`config.mk`:
```
export PLATFORM = sky130hd
export DESIGN_NAME = bht_alu
export DESIGN_NICKNAME = d
export VERILOG_FILES = /design/src/hdl/bht_pkg.sv /design/src/hdl/bht_alu.sv
export SDC_FILE = /design/constraint.sdc
export NUM_CORES = 1
export LEC_CHECK = 0
export BUFFER_PORTS_ARGS = -buffer_cell sky130_fd_sc_hd__buf_2
export CORE_UTILIZATION = 62
export CTS_CLUSTER_SIZE = 14
export DETAILED_ROUTE_END_ITERATION = 8
export PLACE_DENSITY = 0.9
export SYNTH_ARGS = -nofsm -noshare
export SYNTH_HDL_FRONTEND = slang
export SYNTH_SLANG_ARGS = --single-unit
```
`constraint.sdc`:
```
create_clock -name i_clk -period 4.91 [get_ports i_clk]
set_input_delay 0.491 -clock i_clk [delete_from_list [all_inputs] [get_ports i_clk]]
set_output_delay 0.491 -clock i_clk [all_outputs]
set_load 0.02 [all_outputs]
```
`src/hdl/bht_pkg.sv`:
```
`default_nettype none
// ----------------------------------------------------------------------------
// bht_pkg: shared types and constants of the bucket hash table
// Request and status codes, register indexes, sequencer states, shared unit
// operations and the memory control group.
// ----------------------------------------------------------------------------
package bht_pkg;

    // default sizing
    localparam int BUCKETS_DEF     = 64;
    localparam int WAYS_DEF        = 4;
    localparam int KEY_BYTES_DEF   = 8;
    localparam int HANDLE_BITS_DEF = 16;

    // field widths
    localparam int KEY_W      = 64;
    localparam int HANDLE_W   = 16;
    localparam int HASH_W     = 32;
    localparam int BC_W       = 7;
    localparam int KB_W       = 4;
    localparam int CFG_IDX_W  = 1;
    localparam int CFG_DATA_W = 7;

    // two remainder bits per modulo step
    localparam int MOD_STEPS = HASH_W / 2;

    // register indexes
    localparam logic [CFG_IDX_W-1:0] REG_BUCKET_COUNT = 1'd0;
    localparam logic [CFG_IDX_W-1:0] REG_KEY_BYTES    = 1'd1;

    // register reset values
    localparam logic [BC_W-1:0] BUCKET_COUNT_RST = 7'd64;
    localparam logic [KB_W-1:0] KEY_BYTES_RST    = 4'd4;

    // request codes
    localparam logic [1:0] REQ_LOOKUP = 2'd0;
    localparam logic [1:0] REQ_ADD    = 2'd1;
    localparam logic [1:0] REQ_DELETE = 2'd2;

    // status codes
    localparam logic [1:0] STS_OK        = 2'd0;
    localparam logic [1:0] STS_NOT_FOUND = 2'd1;
    localparam logic [1:0] STS_DUPLICATE = 2'd2;
    localparam logic [1:0] STS_FULL      = 2'd3;

    typedef enum logic [3:0] {
        ST_IDLE,
        ST_HASH,
        ST_MOD,
        ST_BASE,
        ST_ROW,
        ST_RD,
        ST_CMP,
        ST_FIN
    } t_state;

    typedef enum logic [1:0] {
        ALU_NOP,
        ALU_CLR,
        ALU_HASH,
        ALU_MOD
    } t_alu_op;

    typedef struct packed {
        logic row_rd;
        logic row_we;
        logic slot_rd;
        logic slot_we;
    } t_st_ctrl;

endpackage
`default_nettype wire

```
`src/hdl/bht_alu.sv`:
```
`default_nettype none
// ----------------------------------------------------------------------------
// bht_alu: shared hash and modulo unit
// One DJB xor step per cycle, or two restoring remainder steps per cycle
// on the hash value, MSB first.
// ----------------------------------------------------------------------------
module bht_alu (
    input  wire                            i_clk,
    input  wire bht_pkg::t_alu_op          i_op,
    input  wire  [7:0]                     i_byte,
    input  wire  [bht_pkg::BC_W-1:0]       i_divisor,
    output logic [bht_pkg::BC_W-1:0]       o_rem
);

    logic [bht_pkg::HASH_W-1:0] r_h;
    logic [bht_pkg::HASH_W-1:0] n_h;
    logic [bht_pkg::BC_W-1:0]   r_rem;
    logic [bht_pkg::BC_W-1:0]   n_rem;
    logic [bht_pkg::BC_W:0]     t1;
    logic [bht_pkg::BC_W:0]     t2;
    logic [bht_pkg::BC_W:0]     dv;

    always_comb begin
        dv  = {1'b0, i_divisor};
        // remainder stays below the divisor, so one subtract per bit
        t1  = {r_rem, r_h[bht_pkg::HASH_W-1]};
        if (t1 >= dv) begin
            t1 = t1 - dv;
        end
        t2  = {t1[bht_pkg::BC_W-1:0], r_h[bht_pkg::HASH_W-2]};
        if (t2 >= dv) begin
            t2 = t2 - dv;
        end
        n_h   = r_h;
        n_rem = r_rem;
        unique case (i_op)
            bht_pkg::ALU_CLR: begin
                n_h   = '0;
                n_rem = '0;
            end
            bht_pkg::ALU_HASH: begin
                // 33*h = (h << 5) + h
                n_h = ((r_h << 5) + r_h) ^ {24'd0, i_byte};
            end
            bht_pkg::ALU_MOD: begin
                n_h   = r_h << 2;
                n_rem = t2[bht_pkg::BC_W-1:0];
            end
            bht_pkg::ALU_NOP: begin
            end
        endcase
    end

    always_ff @(posedge i_clk) begin
        r_h   <= n_h;
        r_rem <= n_rem;
    end

    assign o_rem = r_rem;

endmodule
`default_nettype wire

```
==> Word level (Yosys, flattened, before mapping) <==
Cells that the tools add are included.
{ "totals": {"ff_bits": 39, "in_bits": 18, "output_inout_bits": 7} }
{ "op_classes": {"add_sub_neg": 3, "order_cmp": 2, "n_eq_ne": 3, "mux": 4, "n_bitwise": 1, "n_reduce_logical": 2} }
{ "op_table": {"columns": ["cell", "n"], "rows": [
  ["case mux 32 bit (3 select lines)", 1],
  ["adder 32 bit", 1],
  ["XOR 32 x 8 -> 32 bit", 1],
  ["greater-or-equal comparator 8 x 7 -> 1 bit", 2],
  ["2-to-1 mux 7 bit", 2],
  ["case mux 7 bit (2 select lines)", 1],
  ["subtractor 7 bit", 2],
  ["== test 2 bit, second input constant", 2],
  ["nonzero test 3 bit", 1],
  ["== test 2 x 1 -> 1 bit, second input constant", 1],
  ["nonzero test 2 bit", 1]
]} }

==> Depth between registers and ports, before layout <==
Gate-level depths: netlist (run 1).
{ "depth": {"word_depth": 5, "ltp_mapped": 18, "ltp_nobuf": 17} }

==> Worst setup path after synthesis (run 1) <==
No wires, ideal clock.
{ "synth_path": {"path_type": "input-to-reg", "from": "input port i_divisor[0] in the netlist's numbering", "to": "register r_rem, in the netlist o_rem[5], data pin", "setup_time_ps": 147, "arrival_ps": 3735, "slack_ps": 1028, "path_stages": 16, "path_cell_list": "ha_1 inv_1 fa_1 a211oi_1 o21ai_0 a21oi_1 clkbuf_1 o21ai_0 fa_1 nand2_1 a21oi_1 o21a_1 o21ai_0 o211ai_2 a211o_1 a21oi_1"} }
{ "synth_via": {"elab_chain_len": 5, "word_cells_on_any_way": 7} }
{ "synth_lines": {"columns": ["item", "line", "source"], "rows": [
  ["start, declared", "bht_alu.sv:11", "input wire [bht_pkg::BC_W-1:0] i_divisor,"],
  ["subtractor 7 bit or greater-or-equal comparator 8 x 7 -> 1 bit (tied branches)", "bht_alu.sv:28, bht_alu.sv:27", null],
  ["2-to-1 mux 7 bit", "bht_alu.sv:27", "if (t1 >= dv) begin"],
  ["subtractor 7 bit or greater-or-equal comparator 8 x 7 -> 1 bit (tied branches)", "bht_alu.sv:32, bht_alu.sv:31", null],
  ["2-to-1 mux 7 bit *", "bht_alu.sv:31", "if (t2 >= dv) begin"],
  ["case mux 7 bit (2 select lines) *", "bht_alu.sv:36", "unique case (i_op)"],
  ["end signal, assigned", "bht_alu.sv:56", "r_rem <= n_rem;"],
  ["end, declared", "bht_alu.sv:17", "logic [bht_pkg::BC_W-1:0] r_rem;"]
]} }
Mark *: on every way between the ends. The rest lies on a longest branch, timed or not.
A chain may end at the register's enable or synchronous reset.

==> Final worst setup path (run 1) <==
{ "layout_path": {"from": "register r_h[31] in the netlist's numbering", "to": "register r_rem, in the netlist o_rem[5], data pin"} }
{ "layout_via": {"elab_chain_len": 5, "word_cells_on_any_way": 7} }
{ "layout_lines": {"columns": ["item", "line", "source"], "rows": [
  ["start, declared", "bht_alu.sv:15", "logic [bht_pkg::HASH_W-1:0] r_h;"],
  ["start signal, assigned", "bht_alu.sv:55", "r_h <= n_h;"],
  ["subtractor 7 bit or greater-or-equal comparator 8 x 7 -> 1 bit (tied branches)", "bht_alu.sv:28, bht_alu.sv:27", null],
  ["2-to-1 mux 7 bit *", "bht_alu.sv:27", null],
  ["subtractor 7 bit or greater-or-equal comparator 8 x 7 -> 1 bit (tied branches)", "bht_alu.sv:32, bht_alu.sv:31", null],
  ["2-to-1 mux 7 bit *", "bht_alu.sv:31", null],
  ["case mux 7 bit (2 select lines) *", "bht_alu.sv:36", null]
]} }
Marks and branches as above.

==> results of run 1 <==
state kept, by name, summed over array words and instances (netlist names):
name	cells
o_rem	7
r_h	32
report_power, final:
group	leakage [nW]	switching (W)	internal, W	total [W]
clock	0.0581	0.000128	0.000151	0.000279
combinational	1.26	0.000499	0.000344	0.000842
sequential	0.422	0.0000611	0.000442	0.000503
total	1.74	0.000687	0.000937	0.00162
worst max-delay path, cell delays in order (launching register included):
cell and delay [ns]:
sky130_fd_sc_hd__edfxtp_1 0.43, sky130_fd_sc_hd__inv_1 0.08, sky130_fd_sc_hd__ha_1 0.16, sky130_fd_sc_hd__inv_1 0.06
sky130_fd_sc_hd__fa_1 0.43, sky130_fd_sc_hd__a211oi_1 0.28, sky130_fd_sc_hd__o21ai_0 0.17, sky130_fd_sc_hd__a21oi_1 0.15
sky130_fd_sc_hd__buf_4 0.19, sky130_fd_sc_hd__mux2_2 0.36, sky130_fd_sc_hd__ha_1 0.33, sky130_fd_sc_hd__nand2_1 0.10
sky130_fd_sc_hd__a21oi_1 0.08, sky130_fd_sc_hd__o21a_1 0.19, sky130_fd_sc_hd__o21ai_0 0.19, sky130_fd_sc_hd__o211ai_2 0.28
sky130_fd_sc_hd__a211o_1 0.30, sky130_fd_sc_hd__a21oi_1 0.13
per-stage QoR:
stage | area [um^2] | power, W | setup WS (ns)
3_3_place_gp | 4030 | 0.00129 | 0.926
3_5_place_dp | 4030 | 0.00132 | 0.767
2_1_floorplan | 3870 | 0.00114 | 1.03
6_report | 4140 | 0.00162 | 0.856
4_1_cts | 4140 | 0.00161 | 0.856
5_1_grt | 4140 | 0.00173 | 0.526
cell families (layout without fill, tap and decap cells):
family	Yosys count	in the layout	synth area share, %
AOI/OAI and AO/OA	148	148	25.3
xor gates and xnor gates	26	26	5.88
adders and majority gates	43	43	14.5
buffers and inverters	37	52	3.62
DFF	39	39	30.2
muxes	8	8	2.10
and+or+nand+nor	151	151	18.4
cells in the mapped netlist (all sizes together), types with 2 or more instances:
| master | number | area (um^2) |
|---|---|---|
| nand2 | 52 | 195 |
| o21ai | 41 | 209 |
| ha | 40 | 500 |
| edfxtp | 39 | 1170 |
| nor2 | 38 | 143 |
| a21oi | 37 | 185 |
| inv | 19 | 71.3 |
| xnor2 | 18 | 158 |
| clkbuf | 17 | 63.8 |
| and2 | 12 | 75.1 |
| a21o | 10 | 75.1 |
| nand3 | 10 | 50.1 |
| o21a | 10 | 75.1 |
| a211oi | 9 | 85.1 |
| xor2 | 8 | 70.1 |
| mux2i | 7 | 70.1 |
| nand4 | 7 | 43.8 |
| a211o | 6 | 52.6 |
| a31oi | 6 | 37.5 |
| nor2b | 6 | 37.5 |
| nor3 | 6 | 30.0 |
| o211ai | 6 | 50.1 |
| and3 | 4 | 25.0 |
| o21bai | 4 | 30.0 |
| or3 | 4 | 25.0 |
| a21boi | 3 | 22.5 |
| fa | 3 | 60.1 |
| or2 | 3 | 21.3 |
| a2111oi | 2 | 36.3 |
| a22oi | 2 | 15.0 |
| nand2b | 2 | 12.5 |
| nor3b | 2 | 15.0 |
| o311ai | 2 | 17.5 |
| o31a | 2 | 17.5 |
| o31ai | 2 | 15.0 |
| or4 | 2 | 15.0 |
how the worst max path moves through the flow:
stage,startpoint,to,slack [ns],depth (start not counted)
final,r_h[31],o_rem[5],0.86,17
after global routing,r_h[31],o_rem[5],0.53,17
after CTS,r_h[31],o_rem[5],0.86,17
after detailed placement,i_divisor[0],o_rem[5],0.77,17
after global placement,i_divisor[0],o_rem[5],0.93,17
after floorplan,i_divisor[0],o_rem[5],1.03,16
routing by layer:
layer,global-route usage [%],wire (um)
met5,0,0
met4,10.7,184
met3,5.06,634
met2,49.2,4430
met1,38.3,3950
final cells by class:
cell class | count | area share, %
well taps | 75 | 2.27
clock inverters | 3 | 1.06
flip-flops and latches | 39 | 28.3
multi-input cells | 376 | 61.9
inverters | 19 | 1.72
repair buffers | 25 | 3.08
clock buffers | 5 | 1.66
==> run_summary.xml, run 1 <==
<?xml version="1.0" encoding="UTF-8"?>
<metrics>
  <group name="run_status">
    <metric name="run_status" unit="">finished, final reports clean</metric>
  </group>
  <group name="run">
    <metric name="drv_cap" unit="">0</metric>
  </group>
  <group name="layout">
    <metric name="insertedDiodeCount" unit="">0</metric>
    <metric name="multiInputGateArea" unit="um^2">2560</metric>
    <metric name="nets" unit="">527</metric>
    <metric name="final_util" unit="%">69.5</metric>
    <metric name="layout.cells.most_common" unit="">sky130_fd_sc_hd__nand2_1</metric>
    <metric name="n_fill_cell" unit="">463</metric>
    <metric name="finished_layout_cells" unit="">542</metric>
    <metric name="sequential_cell_area" unit="um^2">1170</metric>
    <metric name="layout_common_cells" unit="">52 x sky130_fd_sc_hd__nand2_1, 40 x sky130_fd_sc_hd__ha_1, 39 x sky130_fd_sc_hd__o21ai_0, 39 x sky130_fd_sc_hd__edfxtp_1, 38 x sky130_fd_sc_hd__nor2_1</metric>
    <metric name="post_route_cells_drive_above_1_share" unit="%">8.99</metric>
    <metric name="syn2layout_area_growth" unit="%">6.85</metric>
  </group>
  <group name="detailed_routing">
    <metric name="routed_wire_length" unit="um">9200</metric>
    <metric name="post_drt_via_cell_ratio" unit="">6.54</metric>
    <metric name="route.vias.total" unit="">3544</metric>
    <metric name="antenna_violating_nets_post_route" unit="">0</metric>
    <metric name="detail_route.wl_per_cell" unit="um">17.0</metric>
    <metric name="drt_drc_violations_left" unit="">0</metric>
    <metric name="drt_iter0_markers" unit="">321</metric>
    <metric name="detail_route.first_pass.iterations" unit="">5</metric>
  </group>
  <group name="synthesis">
    <metric name="synth.cell_area" unit="um^2">3870</metric>
    <metric name="synth-seq-cells" unit="">39</metric>
    <metric name="synth.distinct_cells" unit="">54</metric>
    <metric name="yosysWarningCount" unit="">0</metric>
    <metric name="most_frequently_used_flop_master_after_synthesis" unit="">sky130_fd_sc_hd__edfxtp_1</metric>
    <metric name="synth_edf_count" unit="">39</metric>
    <metric name="mappedNetlistNets" unit="">513</metric>
    <metric name="async_flop_share" unit="%">0</metric>
    <metric name="number_of_instances_in_the_synthesized_netlist" unit="">452</metric>
    <metric name="avg_synthesized_cell_area" unit="um^2">8.57</metric>
    <metric name="seq_area_frac_synth" unit="%">30.2</metric>
  </group>
  <group name="cts">
    <metric name="clock-root-buffer" unit="">sky130_fd_sc_hd__clkbuf_8</metric>
    <metric name="worstSkewPairLatency" unit="ns">0.31</metric>
    <metric name="worst_setup_hold_path_clk_slew" unit="ns">0.09</metric>
    <metric name="cts_hold_repair.buffers" unit="">0</metric>
    <metric name="cts_num_sinks" unit="">39</metric>
    <metric name="cts_setup_buffers" unit="">0</metric>
    <metric name="tritoncts_clock_tree" unit="">built</metric>
    <metric name="inserted_clock_buffers" unit="">5</metric>
    <metric name="ctsResizeCount" unit="">0</metric>
    <metric name="max-clock-path-buffers" unit="">2</metric>
    <metric name="cts.htree.levels" unit="">2</metric>
  </group>
  <group name="pwr">
    <metric name="powerDensity" unit="nW/um^2">393</metric>
    <metric name="power.leakage" unit="nW">1.74</metric>
    <metric name="worst_ir_drop_vdd" unit="V">0.000200</metric>
  </group>
  <group name="setup_path">
    <metric name="critPathLaunchType" unit="">flip-flop</metric>
    <metric name="crit_arrival" unit="ns">4.21</metric>
    <metric name="worst-setup-path-type" unit="">flip-flop to flip-flop</metric>
    <metric name="worst-endpoint-required" unit="ns">5.07</metric>
    <metric name="cp-end-kind" unit="">flip-flop</metric>
    <metric name="worst_r2r_startpoint" unit="">r_h[31]</metric>
    <metric name="ff2ff_setup_slack" unit="ns">0.86</metric>
    <metric name="cp_max_fo" unit="">12</metric>
    <metric name="reg2reg_to" unit="">o_rem[5]</metric>
    <metric name="cells_on_worst_reg2reg_path" unit="">17</metric>
  </group>
  <group name="timing">
    <metric name="rsz0062_at_grt" unit="">no</metric>
    <metric name="slew_headroom" unit="%">38.8</metric>
    <metric name="hold_viol_final" unit="">0</metric>
    <metric name="share_of_the_clock_period_used_by_the_worst_path" unit="%">82.6</metric>
    <metric name="worst_margin_pin_slew" unit="ns">0.917</metric>
    <metric name="number_of_failing_setup_endpoints_in_the_final_timing_report" unit="">0</metric>
    <metric name="finalCriticalPeriod" unit="ns">4.05</metric>
    <metric name="setup_tns" unit="ns">0</metric>
    <metric name="finClkSkew" unit="ns">0.0140</metric>
    <metric name="drv_slew" unit="">0</metric>
    <metric name="hold-worst-slack" unit="ns">0.515</metric>
    <metric name="fmax" unit="MHz">247</metric>
  </group>
  <group name="worst_hold_path">
    <metric name="whs_endpoint" unit="">r_h[1]</metric>
    <metric name="worst_hold_startpoint" unit="">i_byte[1]</metric>
    <metric name="whs_path_depth" unit="">3</metric>
    <metric name="type_of_the_most_critical_hold_path" unit="">primary input to flip-flop</metric>
  </group>
  <group name="floorplanning">
    <metric name="initial_core_util" unit="%">65.0</metric>
    <metric name="die_height" unit="um">81.0</metric>
    <metric name="width_of_the_die" unit="um">81.0</metric>
    <metric name="design.portCount" unit="">25</metric>
    <metric name="row_count" unit="">28</metric>
    <metric name="die_area" unit="um^2">6570</metric>
    <metric name="core_area" unit="um^2">5960</metric>
  </group>
  <group name="global_routing">
    <metric name="residual_overflow_from_global_routing" unit="">0</metric>
    <metric name="antenna_found_initial" unit="">0</metric>
    <metric name="first_global_vias" unit="">3263</metric>
    <metric name="grt_use_total" unit="%">29.5</metric>
    <metric name="global_route_wire_length_before_repair" unit="um">15000</metric>
    <metric name="pin_count_of_the_biggest_net_entering_global_routing" unit="">35</metric>
  </group>
  <group name="placed_design">
    <metric name="portBuffers" unit="">24</metric>
    <metric name="numPlacedInstances" unit="">534</metric>
    <metric name="gp_routability_congestion" unit="">0.999</metric>
    <metric name="detailedPlacementHpwl" unit="um">6770</metric>
  </group>
</metrics>
(Power assumes the default switching activity.)
==> run 2, diff against run 1 <==
--- a/config.mk
+++ b/config.mk
@@ -5,11 +5,12 @@
 export SDC_FILE = /design/constraint.sdc
 export NUM_CORES = 1
 export LEC_CHECK = 0
+export ABC_AREA = 1
 export BUFFER_PORTS_ARGS = -buffer_cell sky130_fd_sc_hd__buf_2
-export CORE_UTILIZATION = 62
+export CORE_UTILIZATION = 57
 export CTS_CLUSTER_SIZE = 14
 export DETAILED_ROUTE_END_ITERATION = 8
-export PLACE_DENSITY = 0.9
+export PLACE_DENSITY = 0.87
 export SYNTH_ARGS = -nofsm -noshare
 export SYNTH_HDL_FRONTEND = slang
 export SYNTH_SLANG_ARGS = --single-unit
==> constraint.sdc (replaced) <==
create_clock -name i_clk -period 3.3 [get_ports i_clk]
set_input_delay 0.33 -clock i_clk [delete_from_list [all_inputs] [get_ports i_clk]]
set_output_delay 0.33 -clock i_clk [all_outputs]
set_load 0.02 [all_outputs]
==> run_summary.xml, run 2 <==
<?xml version="1.0" encoding="UTF-8"?>
<metrics>
  <group name="pwr">
    <metric name="worst_ir_drop_vdd" unit="V">0.000341</metric>
    <metric name="internal_power" unit="W">0.00144</metric>
    <metric name="total_power" unit="W">0.00275</metric>
    <metric name="share_seq_of_total_power" unit="%">26.9</metric>
    <metric name="power.share.switching" unit="%">47.6</metric>
    <metric name="total_switching_power" unit="W">0.00131</metric>
    <metric name="powerDensity" unit="nW/um^2">545</metric>
    <metric name="power.leakage" unit="nW">2.77</metric>
    <metric name="share_comb_of_total_power" unit="%">57.5</metric>
    <metric name="power_frac_clock" unit="%">15.7</metric>
  </group>
  <group name="synthesis">
    <metric name="synth_commonest_cells" unit="">285 x sky130_fd_sc_hd__nand2_1, 119 x sky130_fd_sc_hd__inv_1, 55 x sky130_fd_sc_hd__nor2_1</metric>
    <metric name="synth_most_common_cell" unit="">sky130_fd_sc_hd__nand2_1</metric>
    <metric name="post_synth_main_area_contributors" unit="">sky130_fd_sc_hd__edfxtp_1 25%, sky130_fd_sc_hd__nand2_1 23%, sky130_fd_sc_hd__ha_1 11%</metric>
    <metric name="synth.distinct_cells" unit="">39</metric>
    <metric name="simple_logic_cell_fraction_of_the_synthesized_area" unit="%">41.1</metric>
    <metric name="synthXorXnorAreaFrac" unit="%">3.02</metric>
    <metric name="synth-compound-area-share" unit="%">7.25</metric>
    <metric name="main_combinational_cell_family_by_area_after_synthesis" unit="">simple AND/OR/NAND/NOR gates</metric>
    <metric name="number_of_instances_in_the_synthesized_netlist" unit="">729</metric>
    <metric name="yosysWarningCount" unit="">0</metric>
    <metric name="synth.cell_area" unit="um^2">4640</metric>
    <metric name="most_frequently_used_flop_master_after_synthesis" unit="">sky130_fd_sc_hd__edfxtp_1</metric>
    <metric name="mappedNetlistNets" unit="">790</metric>
    <metric name="avg_synthesized_cell_area" unit="um^2">6.37</metric>
    <metric name="muxShareOfSynthArea" unit="%">0</metric>
    <metric name="yosys.area_share.adder" unit="%">12.1</metric>
    <metric name="synth_edf_count" unit="">39</metric>
    <metric name="seq_area_frac_synth" unit="%">25.2</metric>
    <metric name="async_flop_share" unit="%">0</metric>
    <metric name="synth_top_cell_area_share" unit="%">25.2</metric>
    <metric name="synth-seq-cells" unit="">39</metric>
    <metric name="netlist.top_cell.by_area" unit="">sky130_fd_sc_hd__edfxtp_1</metric>
  </group>
  <group name="worst_hold_path">
    <metric name="worst_hold_startpoint" unit="">i_byte[3]</metric>
    <metric name="type_of_the_most_critical_hold_path" unit="">primary input to flip-flop</metric>
  </group>
  <group name="timing">
    <metric name="number_of_failing_setup_endpoints_in_the_final_timing_report" unit="">0</metric>
    <metric name="setup_tns" unit="ns">0</metric>
    <metric name="rsz0062_at_grt" unit="">yes</metric>
    <metric name="finClkSkew" unit="ns">0.00942</metric>
    <metric name="fmax" unit="MHz">314</metric>
    <metric name="postLayoutSetupSlackWorst" unit="ns">0.117</metric>
    <metric name="finalCriticalPeriod" unit="ns">3.18</metric>
    <metric name="slew_headroom" unit="%">45.4</metric>
    <metric name="hold_viol_final" unit="">0</metric>
    <metric name="drv_slew" unit="">0</metric>
    <metric name="hold-worst-slack" unit="ns">0.338</metric>
    <metric name="share_of_the_clock_period_used_by_the_worst_path" unit="%">96.4</metric>
    <metric name="worst_margin_pin_slew" unit="ns">0.820</metric>
  </group>
  <group name="layout">
    <metric name="insertedDiodeCount" unit="">0</metric>
    <metric name="max_flop_register" unit="">r_h</metric>
    <metric name="largest_register_ffs" unit="">32</metric>
    <metric name="syn2layout_area_growth" unit="%">8.89</metric>
    <metric name="post_route_cells_drive_above_1_share" unit="%">11.5</metric>
    <metric name="nets" unit="">817</metric>
    <metric name="n_fill_cell" unit="">674</metric>
    <metric name="layout_common_cells" unit="">285 x sky130_fd_sc_hd__nand2_1, 118 x sky130_fd_sc_hd__inv_1, 51 x sky130_fd_sc_hd__nor2_1, 50 x sky130_fd_sc_hd__nand3_1, 39 x sky130_fd_sc_hd__edfxtp_1</metric>
    <metric name="layout.cells.most_common" unit="">sky130_fd_sc_hd__nand2_1</metric>
    <metric name="final_util" unit="%">64.7</metric>
  </group>
  <group name="setup_path">
    <metric name="ff2ff_setup_slack" unit="ns">0.12</metric>
    <metric name="critPathLaunchType" unit="">flip-flop</metric>
    <metric name="cp_slowest_cell" unit="">sky130_fd_sc_hd__edfxtp_1</metric>
    <metric name="worst-setup-path-type" unit="">flip-flop to flip-flop</metric>
    <metric name="worst_path_dominant_cell_family" unit="">simple AND/OR/NAND/NOR gates</metric>
    <metric name="crit_path_frequent_cell" unit="">sky130_fd_sc_hd__nand2_2</metric>
    <metric name="critical_path.max_stage_delay" unit="ns">0.39</metric>
    <metric name="path_cells" unit="">inv_1 -&gt; ha_1 -&gt; inv_2 -&gt; fa_2 -&gt; nand2_2 -&gt; nand3_2 -&gt; nand2_2 -&gt; nand2_2 -&gt; nand2_4 -&gt; nand3b_1 -&gt; nand2_1 -&gt; inv_1 -&gt; ha_2 -&gt; nand3_2 -&gt; nand2_2 -&gt; nand3_2 -&gt; nand2_2 -&gt; a21oi_4 -&gt; nand2_4 -&gt; nand2_1 -&gt; nand2_1 -&gt; nor2_2</metric>
    <metric name="worst-endpoint-required" unit="ns">3.37</metric>
    <metric name="cp_max_fo" unit="">7</metric>
    <metric name="cp-end-kind" unit="">flip-flop</metric>
    <metric name="crit_arrival" unit="ns">3.25</metric>
    <metric name="cp.buffers_inverters" unit="">3</metric>
    <metric name="worst_setup_path_startpoint" unit="">r_h[31]</metric>
    <metric name="worst_r2r_startpoint" unit="">r_h[31]</metric>
  </group>
  <group name="cts">
    <metric name="cts.htree.levels" unit="">2</metric>
    <metric name="cts_num_sinks" unit="">39</metric>
    <metric name="tritoncts_clock_tree" unit="">built</metric>
    <metric name="worstSkewPairLatency" unit="ns">0.30</metric>
    <metric name="clock-root-buffer" unit="">sky130_fd_sc_hd__clkbuf_8</metric>
    <metric name="max-clock-path-buffers" unit="">2</metric>
    <metric name="inserted_clock_buffers" unit="">5</metric>
    <metric name="worst_setup_hold_path_clk_slew" unit="ns">0.09</metric>
  </group>
  <group name="floorplanning">
    <metric name="core_area" unit="um^2">7810</metric>
    <metric name="row_count" unit="">32</metric>
    <metric name="width_of_the_die" unit="um">92.2</metric>
    <metric name="die_height" unit="um">92.2</metric>
    <metric name="design.portCount" unit="">25</metric>
    <metric name="die_area" unit="um^2">8510</metric>
    <metric name="initial_core_util" unit="%">59.5</metric>
  </group>
  <group name="detailed_routing">
    <metric name="routed_wire_length" unit="um">12300</metric>
    <metric name="post_drt_via_cell_ratio" unit="">5.49</metric>
    <metric name="route.vias.total" unit="">4716</metric>
    <metric name="antenna_violating_nets_post_route" unit="">0</metric>
    <metric name="detail_route.first_pass.iterations" unit="">5</metric>
    <metric name="drt_iter0_markers" unit="">341</metric>
    <metric name="detail_route.wl_per_cell" unit="um">14.3</metric>
    <metric name="drt_drc_violations_left" unit="">0</metric>
  </group>
  <group name="global_routing">
    <metric name="first_global_vias" unit="">4578</metric>
    <metric name="pin_count_of_the_biggest_net_entering_global_routing" unit="">33</metric>
    <metric name="residual_overflow_from_global_routing" unit="">0</metric>
    <metric name="antenna_found_initial" unit="">0</metric>
    <metric name="grt_use_total" unit="%">30.0</metric>
    <metric name="global_route_wire_length_before_repair" unit="um">20400</metric>
  </group>
  <group name="placed_design">
    <metric name="portBuffers" unit="">24</metric>
    <metric name="gp_routability_congestion" unit="">1.01</metric>
    <metric name="dpl_worst_slack" unit="ns">0.0487</metric>
    <metric name="detailedPlacementHpwl" unit="um">9390</metric>
  </group>
  <group name="run_status">
    <metric name="run_status" unit="">finished, final reports clean</metric>
  </group>
  <group name="run">
    <metric name="drv_cap" unit="">0</metric>
  </group>
</metrics>
[run 2: cell count changes in the layout (fill, tap and decap cells not counted), moves of 13 or more]
cell	previous run	this run
sky130_fd_sc_hd__nand2_1	52	285
sky130_fd_sc_hd__inv_1	19	118
sky130_fd_sc_hd__nand3_1	10	50
sky130_fd_sc_hd__o21ai_0	39	11
sky130_fd_sc_hd__a21oi_1	37	23
sky130_fd_sc_hd__nor2_1	38	51
[run 2: per-layer routing]
layer / part of all wire [%] / track usage [%]
met5: 0 / 0
met4: 3.0 / 11.7
met3: 6.0 / 3.65
met2: 48 / 52.7
met1: 43 / 37.3
[run 2: layout make-up]
class                      count  area (um^2)  share of cell area [%]
tap                          102          128                    2.52
sequential                    39         1170                    23.2
inverter                     124          465                    9.21
multi-input combinational    558         3030                    59.9
timing repair buffer          28          150                    2.97
clock buffer                   5         68.8                    1.36
clock inverter                 3         42.5                   0.842
[run 2: path summary, 6_finish.rpt]
check                   to  cells after the start
hold reg to reg    r_h[30]                      2
setup / recovery  o_rem[3]                     22
setup reg to reg  o_rem[3]                     22
hold / removal      r_h[3]                      3
[run 2: through the flow]
step,std cells,instance area [um^2]
after floorplan,729,4640
after CTS,856,4960
after global routing,859,5050
after detailed placement,848,4840
final,859,5050
after global placement,848,4840
[run 2: logic make-up (layout without fill, tap and decap cells)]
| group | after synthesis | in the layout |
|---|---|---|
| buf+inv | 133 | 160 |
| fa+ha+maj | 43 | 43 |
| compound gates | 56 | 56 |
| simple gates | 442 | 443 |
| xor+xnor | 16 | 16 |
| flops | 39 | 39 |
[run 2: what timing repair did]
action / 4_1_cts / 5_1_grt
buffers inserted: 0 / 2
hold buffers: 0 / 0
endpoints found under the setup margin: 0 / 7
resized for setup: 0 / 18
[run 2: power groups by stage]
| stage | Clock (W) | Combinational (W) | Sequential [W] |
|---|---|---|---|
| CTS | 0.000426 | 0.00147 | 0.000735 |
| global route | 0.000438 | 0.00178 | 0.000747 |
| finish | 0.000432 | 0.00158 | 0.000740 |
| global placement | 0 | 0.00141 | 0.000744 |
| detailed placement | 0 | 0.00145 | 0.000746 |
| floorplan | 0 | 0.00116 | 0.000730 |
[run 2: worst min-delay path: stages]
cell,delay [ns]
sky130_fd_sc_hd__buf_2,0.09
sky130_fd_sc_hd__o21ai_0,0.07
sky130_fd_sc_hd__nand2_1,0.05
==> run 3, diff against run 2 <==
--- a/config.mk
+++ b/config.mk
@@ -7,10 +7,11 @@
 export LEC_CHECK = 0
 export ABC_AREA = 1
 export BUFFER_PORTS_ARGS = -buffer_cell sky130_fd_sc_hd__buf_2
-export CORE_UTILIZATION = 57
+export CORE_UTILIZATION = 45
 export CTS_CLUSTER_SIZE = 14
 export DETAILED_ROUTE_END_ITERATION = 8
-export PLACE_DENSITY = 0.87
+export PLACE_DENSITY = 0.73
+export RECOVER_POWER = 50
 export SYNTH_ARGS = -nofsm -noshare
 export SYNTH_HDL_FRONTEND = slang
 export SYNTH_SLANG_ARGS = --single-unit
==> run_summary.xml, run 3 (synthesis results as in run 2) <==
<?xml version="1.0" encoding="UTF-8"?>
<metrics>
  <group name="timing">
    <metric name="finalCriticalPeriod" unit="ns">3.09</metric>
    <metric name="rsz0062_at_grt" unit="">no</metric>
    <metric name="number_of_failing_setup_endpoints_in_the_final_timing_report" unit="">0</metric>
    <metric name="drv_slew" unit="">33</metric>
    <metric name="finClkSkew" unit="ns">0.0116</metric>
    <metric name="hold_viol_final" unit="">0</metric>
    <metric name="setup_tns" unit="ns">0</metric>
    <metric name="share_of_the_clock_period_used_by_the_worst_path" unit="%">93.6</metric>
    <metric name="slew_headroom" unit="%">-66.0</metric>
    <metric name="hold-worst-slack" unit="ns">0.349</metric>
    <metric name="fmax" unit="MHz">324</metric>
    <metric name="worst_margin_pin_slew" unit="ns">2.49</metric>
  </group>
  <group name="cts">
    <metric name="clock-root-buffer" unit="">sky130_fd_sc_hd__clkbuf_8</metric>
    <metric name="cts.htree.levels" unit="">2</metric>
    <metric name="inserted_clock_buffers" unit="">5</metric>
    <metric name="cts_num_sinks" unit="">39</metric>
    <metric name="worst_setup_hold_path_clk_slew" unit="ns">0.10</metric>
    <metric name="cts_hold_repair.buffers" unit="">0</metric>
    <metric name="tritoncts_clock_tree" unit="">built</metric>
    <metric name="worstSkewPairLatency" unit="ns">0.30</metric>
    <metric name="max-clock-path-buffers" unit="">2</metric>
  </group>
  <group name="global_routing">
    <metric name="residual_overflow_from_global_routing" unit="">0</metric>
    <metric name="global_route_wire_length_before_repair" unit="um">20400</metric>
    <metric name="grt_use_total" unit="%">23.3</metric>
    <metric name="pin_count_of_the_biggest_net_entering_global_routing" unit="">33</metric>
    <metric name="antenna_found_initial" unit="">0</metric>
    <metric name="first_global_vias" unit="">4408</metric>
  </group>
  <group name="detailed_routing">
    <metric name="wl_met3" unit="um">616</metric>
    <metric name="routed.top_layer" unit="">met4</metric>
    <metric name="drt_iter0_markers" unit="">316</metric>
    <metric name="detail_route.wirelength.met1" unit="um">5600</metric>
    <metric name="routed_wire_length" unit="um">12200</metric>
    <metric name="drt_drc_violations_left" unit="">0</metric>
    <metric name="detail_route.wl_per_cell" unit="um">13.7</metric>
    <metric name="antenna_violating_nets_post_route" unit="">0</metric>
    <metric name="detail_route.first_pass.iterations" unit="">5</metric>
    <metric name="wl_met2" unit="um">5660</metric>
    <metric name="post_drt_via_cell_ratio" unit="">5.17</metric>
    <metric name="route.vias.total" unit="">4592</metric>
  </group>
  <group name="layout">
    <metric name="finished_layout_cells" unit="">888</metric>
    <metric name="layout_common_cells" unit="">285 x sky130_fd_sc_hd__nand2_1, 119 x sky130_fd_sc_hd__inv_1, 55 x sky130_fd_sc_hd__nor2_1, 51 x sky130_fd_sc_hd__nand3_1</metric>
    <metric name="largest_register_ffs" unit="">32</metric>
    <metric name="multiInputGateArea" unit="um^2">2960</metric>
    <metric name="nets" unit="">815</metric>
    <metric name="syn2layout_area_growth" unit="%">8.38</metric>
    <metric name="post_route_cells_drive_above_1_share" unit="%">8.87</metric>
    <metric name="max_flop_register" unit="">r_h</metric>
    <metric name="finish.instance_area" unit="um^2">5030</metric>
    <metric name="n_fill_cell" unit="">993</metric>
    <metric name="layout.cells.most_common" unit="">sky130_fd_sc_hd__nand2_1</metric>
    <metric name="sequential_cell_area" unit="um^2">1170</metric>
    <metric name="insertedDiodeCount" unit="">0</metric>
  </group>
  <group name="placed_design">
    <metric name="numPlacedInstances" unit="">879</metric>
    <metric name="detailedPlacementHpwl" unit="um">9640</metric>
    <metric name="placement.cell_area" unit="um^2">4880</metric>
    <metric name="portBuffers" unit="">24</metric>
    <metric name="gp_routability_congestion" unit="">0.951</metric>
  </group>
  <group name="setup_path">
    <metric name="reg2reg_to" unit="">o_rem[1]</metric>
    <metric name="cp_max_fo" unit="">7</metric>
    <metric name="worst-setup-path-type" unit="">flip-flop to flip-flop</metric>
    <metric name="worst_r2r_startpoint" unit="">r_h[31]</metric>
    <metric name="worst-endpoint-required" unit="ns">3.36</metric>
    <metric name="crit_arrival" unit="ns">3.15</metric>
    <metric name="cp-end-kind" unit="">flip-flop</metric>
    <metric name="ff2ff_setup_slack" unit="ns">0.21</metric>
    <metric name="critPathLaunchType" unit="">flip-flop</metric>
    <metric name="cells_on_worst_reg2reg_path" unit="">21</metric>
  </group>
  <group name="worst_hold_path">
    <metric name="type_of_the_most_critical_hold_path" unit="">primary input to flip-flop</metric>
    <metric name="worst_hold_startpoint" unit="">i_byte[1]</metric>
    <metric name="whs_endpoint" unit="">r_h[1]</metric>
    <metric name="whs_path_depth" unit="">3</metric>
  </group>
  <group name="run_status">
    <metric name="violated_checks" unit="">capacitance limit, slew limit</metric>
    <metric name="run_status" unit="">finished with violations</metric>
  </group>
  <group name="floorplanning">
    <metric name="design.portCount" unit="">25</metric>
    <metric name="die_area" unit="um^2">10700</metric>
    <metric name="width_of_the_die" unit="um">104</metric>
    <metric name="initial_core_util" unit="%">47.1</metric>
    <metric name="die_height" unit="um">104</metric>
    <metric name="row_count" unit="">36</metric>
    <metric name="core_area" unit="um^2">9860</metric>
  </group>
  <group name="pwr">
    <metric name="powerDensity" unit="nW/um^2">544</metric>
    <metric name="total_power" unit="W">0.00274</metric>
    <metric name="power.leakage" unit="nW">2.73</metric>
    <metric name="worst_ir_drop_vdd" unit="V">0.000258</metric>
  </group>
  <group name="run">
    <metric name="drv_cap" unit="">1</metric>
  </group>
</metrics>
-- run 3: cell types whose count changed in the layout (fill, tap and decap cells not counted), moves of 2 or more --
cell / change
sky130_fd_sc_hd__nor2_4: -3
sky130_fd_sc_hd__clkbuf_1: +9
sky130_fd_sc_hd__a21oi_4: -2
sky130_fd_sc_hd__nor2_1: +4
sky130_fd_sc_hd__buf_2: -8
-- run 3: area by class of cell --
type	instances	area share [%]
repair buffers	27	2.64
inverters	124	9.25
flip-flops and latches	39	23.3
multi-input cells	557	58.9
clock buffers	6	1.44
clock inverters	2	1.19
well taps	133	3.31
-- run 3: through the flow --
step	util, %	worst slack, ns
after detailed placement	49.5	0.0667
after global routing	51.0	0.0234
after floorplan	-	0.278
after CTS	50.8	0.0494
final	51.0	0.210
after global placement	49.5	0.202
-- run 3: metal layers --
| layer | vias to the layer above | global-route usage [%] |
|---|---|---|
| met5 | - | 0 |
| met2 | 131 | 39.8 |
| li1 | 2359 | - |
| met4 | 0 | 8.28 |
| met1 | 2075 | 30.2 |
| met3 | 27 | 2.77 |
-- run 3: power by group --
part | switching (W) | internal (W)
sequential | 0.0000897 | 0.000652
clock | 0.000199 | 0.000303
combinational | 0.000962 | 0.000534
-- run 3: worst max path at each step --
stage / slack, ns / depth (start not counted) / from / endpoint
after floorplan: 0.28 / 22 / r_h[31] / o_rem[1]
after global placement: 0.20 / 21 / i_divisor[0] / o_rem[3]
after detailed placement: 0.07 / 21 / r_h[31] / o_rem[6]
after CTS: 0.05 / 21 / r_h[31] / o_rem[6]
after global routing: 0.02 / 21 / r_h[31] / o_rem[3]
final: 0.21 / 21 / r_h[31] / o_rem[1]
-- run 3: repair_timing --
action                     CTS  global route
resized for setup            0             4
buffers inserted             0             1
setup endpoints to repair    0             7
-- run 3: critical path, stage by stage (launching register included) --
cell and delay (ns):
sky130_fd_sc_hd__edfxtp_1 0.39, sky130_fd_sc_hd__inv_1 0.07, sky130_fd_sc_hd__ha_1 0.13, sky130_fd_sc_hd__inv_1 0.07, sky130_fd_sc_hd__fa_2 0.36, sky130_fd_sc_hd__nand2_2 0.08
sky130_fd_sc_hd__nand3_2 0.08, sky130_fd_sc_hd__nand2_2 0.08, sky130_fd_sc_hd__nand2_2 0.06, sky130_fd_sc_hd__nand2_4 0.09, sky130_fd_sc_hd__nand3b_1 0.08, sky130_fd_sc_hd__nand2_1 0.10
sky130_fd_sc_hd__inv_1 0.05, sky130_fd_sc_hd__ha_1 0.36, sky130_fd_sc_hd__nand3_1 0.14, sky130_fd_sc_hd__nand2_2 0.08, sky130_fd_sc_hd__nand3_2 0.08, sky130_fd_sc_hd__nand2_2 0.08
sky130_fd_sc_hd__a21oi_4 0.22, sky130_fd_sc_hd__nand2_4 0.10, sky130_fd_sc_hd__nor2_1 0.11, sky130_fd_sc_hd__nor2_1 0.05
